### config.mk
export PLATFORM = sky130hd
export DESIGN_NAME = dapm_pid_axis
export DESIGN_NICKNAME = d
export VERILOG_FILES = /design/src/design/dapm_pkg.sv /design/src/design/dapm_pid_axis.sv
export SDC_FILE = /design/constraint.sdc
export NUM_CORES = 2
export LEC_CHECK = 0
export BUFFER_PORTS_ARGS = -buffer_cell sky130_fd_sc_hd__buf_2
export CAP_MARGIN = 0
export CORE_AREA = 2 2 390 489
export CTS_BUF_LIST = sky130_fd_sc_hd__clkbuf_16
export DETAILED_ROUTE_END_ITERATION = 12
export DIE_AREA = 0 0 392 491
export SLEW_MARGIN = 20
export SYNTH_ARGS = -nofsm -noshare
export SYNTH_HDL_FRONTEND = slang
export SYNTH_SLANG_ARGS = --single-unit
### constraint.sdc
create_clock -name clk_i -period 9.6 [get_ports clk_i]
set_clock_uncertainty 0.1 [all_clocks]
set_input_delay 0.96 -clock clk_i [delete_from_list [all_inputs] [get_ports clk_i]]
set_output_delay 0.96 -clock clk_i [all_outputs]
set_load 0.01 [all_outputs]
### src/design/dapm_pkg.sv
// Shared types and constants for the dual-axis PID leveling mixer.
`default_nettype none

package dapm_pkg;

  localparam int unsigned GainW   = 24;
  localparam int unsigned AngleW  = 16;
  localparam int unsigned SumW    = 40;
  localparam int unsigned LimW    = 13;
  localparam int unsigned TicksW  = 8;
  localparam int unsigned TickW   = 9;
  localparam int unsigned TermW   = 49;
  localparam int unsigned CfgIdxW = 3;

  // Register reset values
  localparam logic [GainW-1:0]  KpReset     = 24'd1966080;
  localparam logic [GainW-1:0]  KiReset     = 24'd6554;
  localparam logic [GainW-1:0]  KdReset     = 24'd65536;
  localparam logic [LimW-1:0]   LimReset    = 13'd2000;
  localparam logic [TicksW-1:0] TicksReset  = 8'd100;

  // Motor offsets
  localparam logic signed [16:0] OfsOne   = 17'sd49100;
  localparam logic signed [14:0] OfsTwo   = -15'sd2000;
  localparam logic signed [14:0] OfsThree = -15'sd2000;
  localparam logic signed [14:0] OfsFour  = 15'sd2000;

  typedef enum logic [CfgIdxW-1:0] {
    CfgKpPitch      = 3'd0,
    CfgKiPitch      = 3'd1,
    CfgKdPitch      = 3'd2,
    CfgKpRoll       = 3'd3,
    CfgKiRoll       = 3'd4,
    CfgKdRoll       = 3'd5,
    CfgClampLimit   = 3'd6,
    CfgStartupTicks = 3'd7
  } cfg_reg_e;

  // Load enables of the datapath stages behind the input register
  typedef struct packed {
    logic s1;
    logic s2;
    logic s3;
  } stage_en_t;

endpackage

`default_nettype wire

### src/design/dapm_pid_axis.sv
// Three-stage PID term datapath for one axis: products, partial sums, final round.
`default_nettype none

module dapm_pid_axis (
  input  wire                                        clk_i,
  input  wire dapm_pkg::stage_en_t                   en_i,
  input  wire logic signed [dapm_pkg::AngleW-1:0]    x_i,
  input  wire logic signed [dapm_pkg::AngleW-1:0]    prev_i,
  input  wire logic signed [dapm_pkg::SumW-1:0]      sum_i,
  input  wire logic        [dapm_pkg::GainW-1:0]     kp_i,
  input  wire logic        [dapm_pkg::GainW-1:0]     ki_i,
  input  wire logic        [dapm_pkg::GainW-1:0]     kd_i,
  output logic signed      [dapm_pkg::TermW-1:0]     term_o
);

  localparam logic signed [64:0] IpLimPos = 65'sd1 <<< 62;
  localparam logic signed [64:0] IpLimNeg = -(65'sd1 <<< 62);

  logic signed [24:0] kp_s, ki_s, kd_s;
  logic signed [16:0] diff;

  logic signed [40:0] prod_p_d, prod_p_q;
  logic signed [41:0] prod_d_d, prod_d_q;
  logic        [43:0] prod_lo_d, prod_lo_q;
  logic signed [44:0] prod_hi_d, prod_hi_q;

  logic signed [64:0] ip_full;
  logic signed [63:0] ip_d, ip_q;
  logic signed [43:0] pd_d, pd_q;

  logic signed [64:0] total;
  logic signed [dapm_pkg::TermW-1:0] term_d, term_q;

  // Stage 1: split the integral product at bit 20 of the sum
  assign kp_s      = $signed({1'b0, kp_i});
  assign ki_s      = $signed({1'b0, ki_i});
  assign kd_s      = $signed({1'b0, kd_i});
  assign diff      = 17'(x_i) - 17'(prev_i);
  assign prod_p_d  = 41'(kp_s) * 41'(x_i);
  assign prod_d_d  = 42'(kd_s) * 42'(diff);
  assign prod_lo_d = 44'(ki_i) * 44'(sum_i[19:0]);
  assign prod_hi_d = 45'(ki_s) * 45'($signed(sum_i[39:20]));

  always_ff @(posedge clk_i) begin
    if (en_i.s1) begin
      prod_p_q  <= prod_p_d;
      prod_d_q  <= prod_d_d;
      prod_lo_q <= prod_lo_d;
      prod_hi_q <= prod_hi_d;
    end
  end

  // Stage 2: rebuild and limit the integral product, add P, D and the rounding half
  assign ip_full = (65'(prod_hi_q) <<< 20) + $signed({21'b0, prod_lo_q});

  always_comb begin
    priority if (ip_full > IpLimPos) begin
      ip_d = 64'(IpLimPos);
    end else if (ip_full < IpLimNeg) begin
      ip_d = 64'(IpLimNeg);
    end else begin
      ip_d = 64'(ip_full);
    end
  end

  assign pd_d = 44'(prod_p_q) + 44'(prod_d_q) + 44'sd32768;

  always_ff @(posedge clk_i) begin
    if (en_i.s2) begin
      ip_q <= ip_d;
      pd_q <= pd_d;
    end
  end

  // Stage 3: full sum, floor shift by 16
  assign total  = 65'(ip_q) + 65'(pd_q);
  assign term_d = total[64:16];

  always_ff @(posedge clk_i) begin
    if (en_i.s3) begin
      term_q <= term_d;
    end
  end

  assign term_o = term_q;

endmodule

`default_nettype wire

==> reports/metrics.csv <==
metric;value;unit
DRC Markers;0;
Buffers on Ports;196;
Syn Inst Count;7986;
most frequent cells in the layout;1,637 x inv_1, 1,423 x fa_1, 1,224 x nand2_1;
gr usage total;0.210;
worst min path class;flop to flop;
root buf cell;clkbuf_16;
first-pass GRT wire length;320000;microns
Die H;491;microns
Max clock buf depth;3;
final setup fails;0;
Ys Warns;0;
initial antenna violation count;26;
total wire length;199000;microns
Final Critical Period;9200;ps
Worst setup EP type;flop;
EDFF count, synth;329;
count of final max-slew check failures;0;
worst slew pin tran;987;ps
Yosys top cell by area;fa_1;
dominant synthesized flop cell;edfxtp_1;
Worst EP arrival;9390;ps
clock-pin slew on the worst setup and hold paths;70;ps
Worst-Skew Late Latency;560;ps
number of routed nets with antenna violations;0;
H-tree depth;2;
commonest non-fill, non-tap cell in the layout;inv_1;
pin count of the biggest net entering global routing;69;
Layout Nets;10400;
fill cell count;18500;
Via density;5.12;
syn_area_per_cell;9.37;sq um
synth top area cells;fa_1 38%, ha_1 13%, edfxtp_1 13%, inv_1 8.2%, nand2_1 6.1%;
TritonRoute pass-1 iters;5;
share of the synthesized area in the top cell type;0.381;
DP HPWL;165000;microns
Yosys reg bits;329;
ys async rst share;0;
Cell variety after synth;92;
share of the yosys chip area belonging to registers;0.132;
cts-stage hold buffer count;0;
Row Count;178;
post-synthesis cell area;74800;sq um
Final Non-Filler Cells;10600;
Data required, critical path;9790;ps
Die X;392;microns
CORE AREA;188000;sq um
storage element area;9880;sq um
Area Growth Syn to Fin;7.32;%
fin crit share;0.959;
fin area;80300;sq um
Routed WL per cell;18.7;microns
Starting Density;0.399;
CTS tree;yes;
die area;192000;sq um
Num Clock Sinks;329;
Vias;54300;
Num CTS Buffers;34;
# Max-Cap Violations;0;
crit-path max FO;11;
Synth Net Count;10400;
ratio of cells with drive above 1 in the final layout;0.0606;
DP Cell Count;10500;
vias in the first global route;58800;
final hold violations;0;
critical path startpoint category;input pin;
crit-path max cell delay;550;ps
WS Path Type;input pin to flop;
slowest CP cell;fa_1;
io pins;197;
area of the multi-input gates;57700;sq um
GRT overflow;0;
most frequent CP cell;fa_1;
run status;finished, final reports clean;
Slew HR;0.342;
Max Clk Rate;109;MHz
routability congestion estimate;0.908;
Placement Cell Area;79100;sq um
initial drt markers;2952;
kinds of logic (layout without fill, tap and decap cells):
logic type,count (synthesis),count (layout),share of synthesized area
and+or+nand+nor,2454,2454,0.157
AOI/OAI and AO/OA,738,738,0.0641
buffers and inverters,1950,2052,0.0982
DFF,329,329,0.132
muxes,2,2,0.000284
other,0,9,0
xor gates and xnor gates,288,288,0.0337
adders and majority gates,2225,2225,0.515
what timing repair did:
action | 4_1_cts | 5_1_grt
setup buffers | 0 | 0
gates resized for setup | 0 | 19
setup endpoints to repair | 0 | 8
endpoints found under the hold margin | 0 | 0
Yosys cell counts, types with 8 or more instances:
cell type	number
a211oi_1	26
or2_2	21
o31ai_1	14
and3_1	24
o21ai_1	13
a21oi_1	246
nor3_1	36
edfxtp_1	329
nand4_1	36
clkbuf_1	308
o21a_1	35
a2111oi_0	8
o21ai_0	113
xnor2_1	195
a21o_1	109
nand2b_1	90
o211ai_1	16
inv_1	1630
nor2_1	218
nor4_1	10
nand2_1	1224
nor2b_1	98
ha_1	802
and2_1	590
o21bai_1	32
nand3_1	62
a221oi_1	12
fa_1	1423
and4_1	9
xor2_1	93
a31oi_1	23
critical path: cells and delay by family:
| kind | cells | cell delay [ps] |
|---|---|---|
| AO/OA/AOI/OAI | 18 | 3430 |
| XOR/XNOR | 1 | 130 |
| AND/OR/NAND/NOR | 4 | 710 |
| adder cells (fa/ha/maj) | 9 | 3810 |
| buffers and inverters | 5 | 340 |
final timing paths:
kind,from,endpoint,slack (ps),depth (start not counted)
max,x_i[0],prod_d_q[41]$_DFFE_PP_,400,37
min,prod_lo_q[10]$_DFFE_PP_,ip_q[10]$_SDFFCE_PP0P_,450,1
max reg2reg,prod_lo_q[20]$_DFFE_PP_,ip_q[46]$_SDFFCE_PP0P_,5010,14
min reg2reg,prod_lo_q[10]$_DFFE_PP_,ip_q[10]$_SDFFCE_PP0P_,450,1
routing by layer:
layer  up-vias  part of all wire  global-route usage
li1      24700                 -                   -
met2      1428              0.51               0.378
met4        34             0.037              0.0685
met5         -            0.0012                   0
met1     27800              0.40               0.259
met3       404             0.050              0.0264
cell type report:
| type | instances | share of cell area |
|---|---|---|
| multi-input cells | 5707 | 0.719 |
| repair buffers | 362 | 0.0293 |
| diodes | 9 | 0.000281 |
| clock buffers | 35 | 0.0109 |
| clock inverters | 25 | 0.00190 |
| well taps | 2520 | 0.0393 |
| flip-flops and latches | 329 | 0.123 |
| inverters | 1630 | 0.0762 |
metrics by stage:
step / hold WS [ps] / util / setup slack [ps] / TNS (ps)
floorplan: 413 / - / 23.8 / 0
global placement: 434 / 0.422 / -406 / -2230
detailed placement: 436 / 0.422 / -513 / -2820
CTS: 451 / 0.428 / 37.0 / 0
global route: 485 / 0.428 / -83.7 / -200
finish: 449 / 0.428 / 398 / 0
sequential cells by signal (all words and copies together) (netlist names):
signal,count
prod_hi_q,45
pd_q,44
term_o,49
prod_lo_q,44
ip_q,64
prod_p_q,41
prod_d_q,42
Power is not shown: default switching activity piles up to over one toggle a cycle in this logic, so the estimate is an artifact.
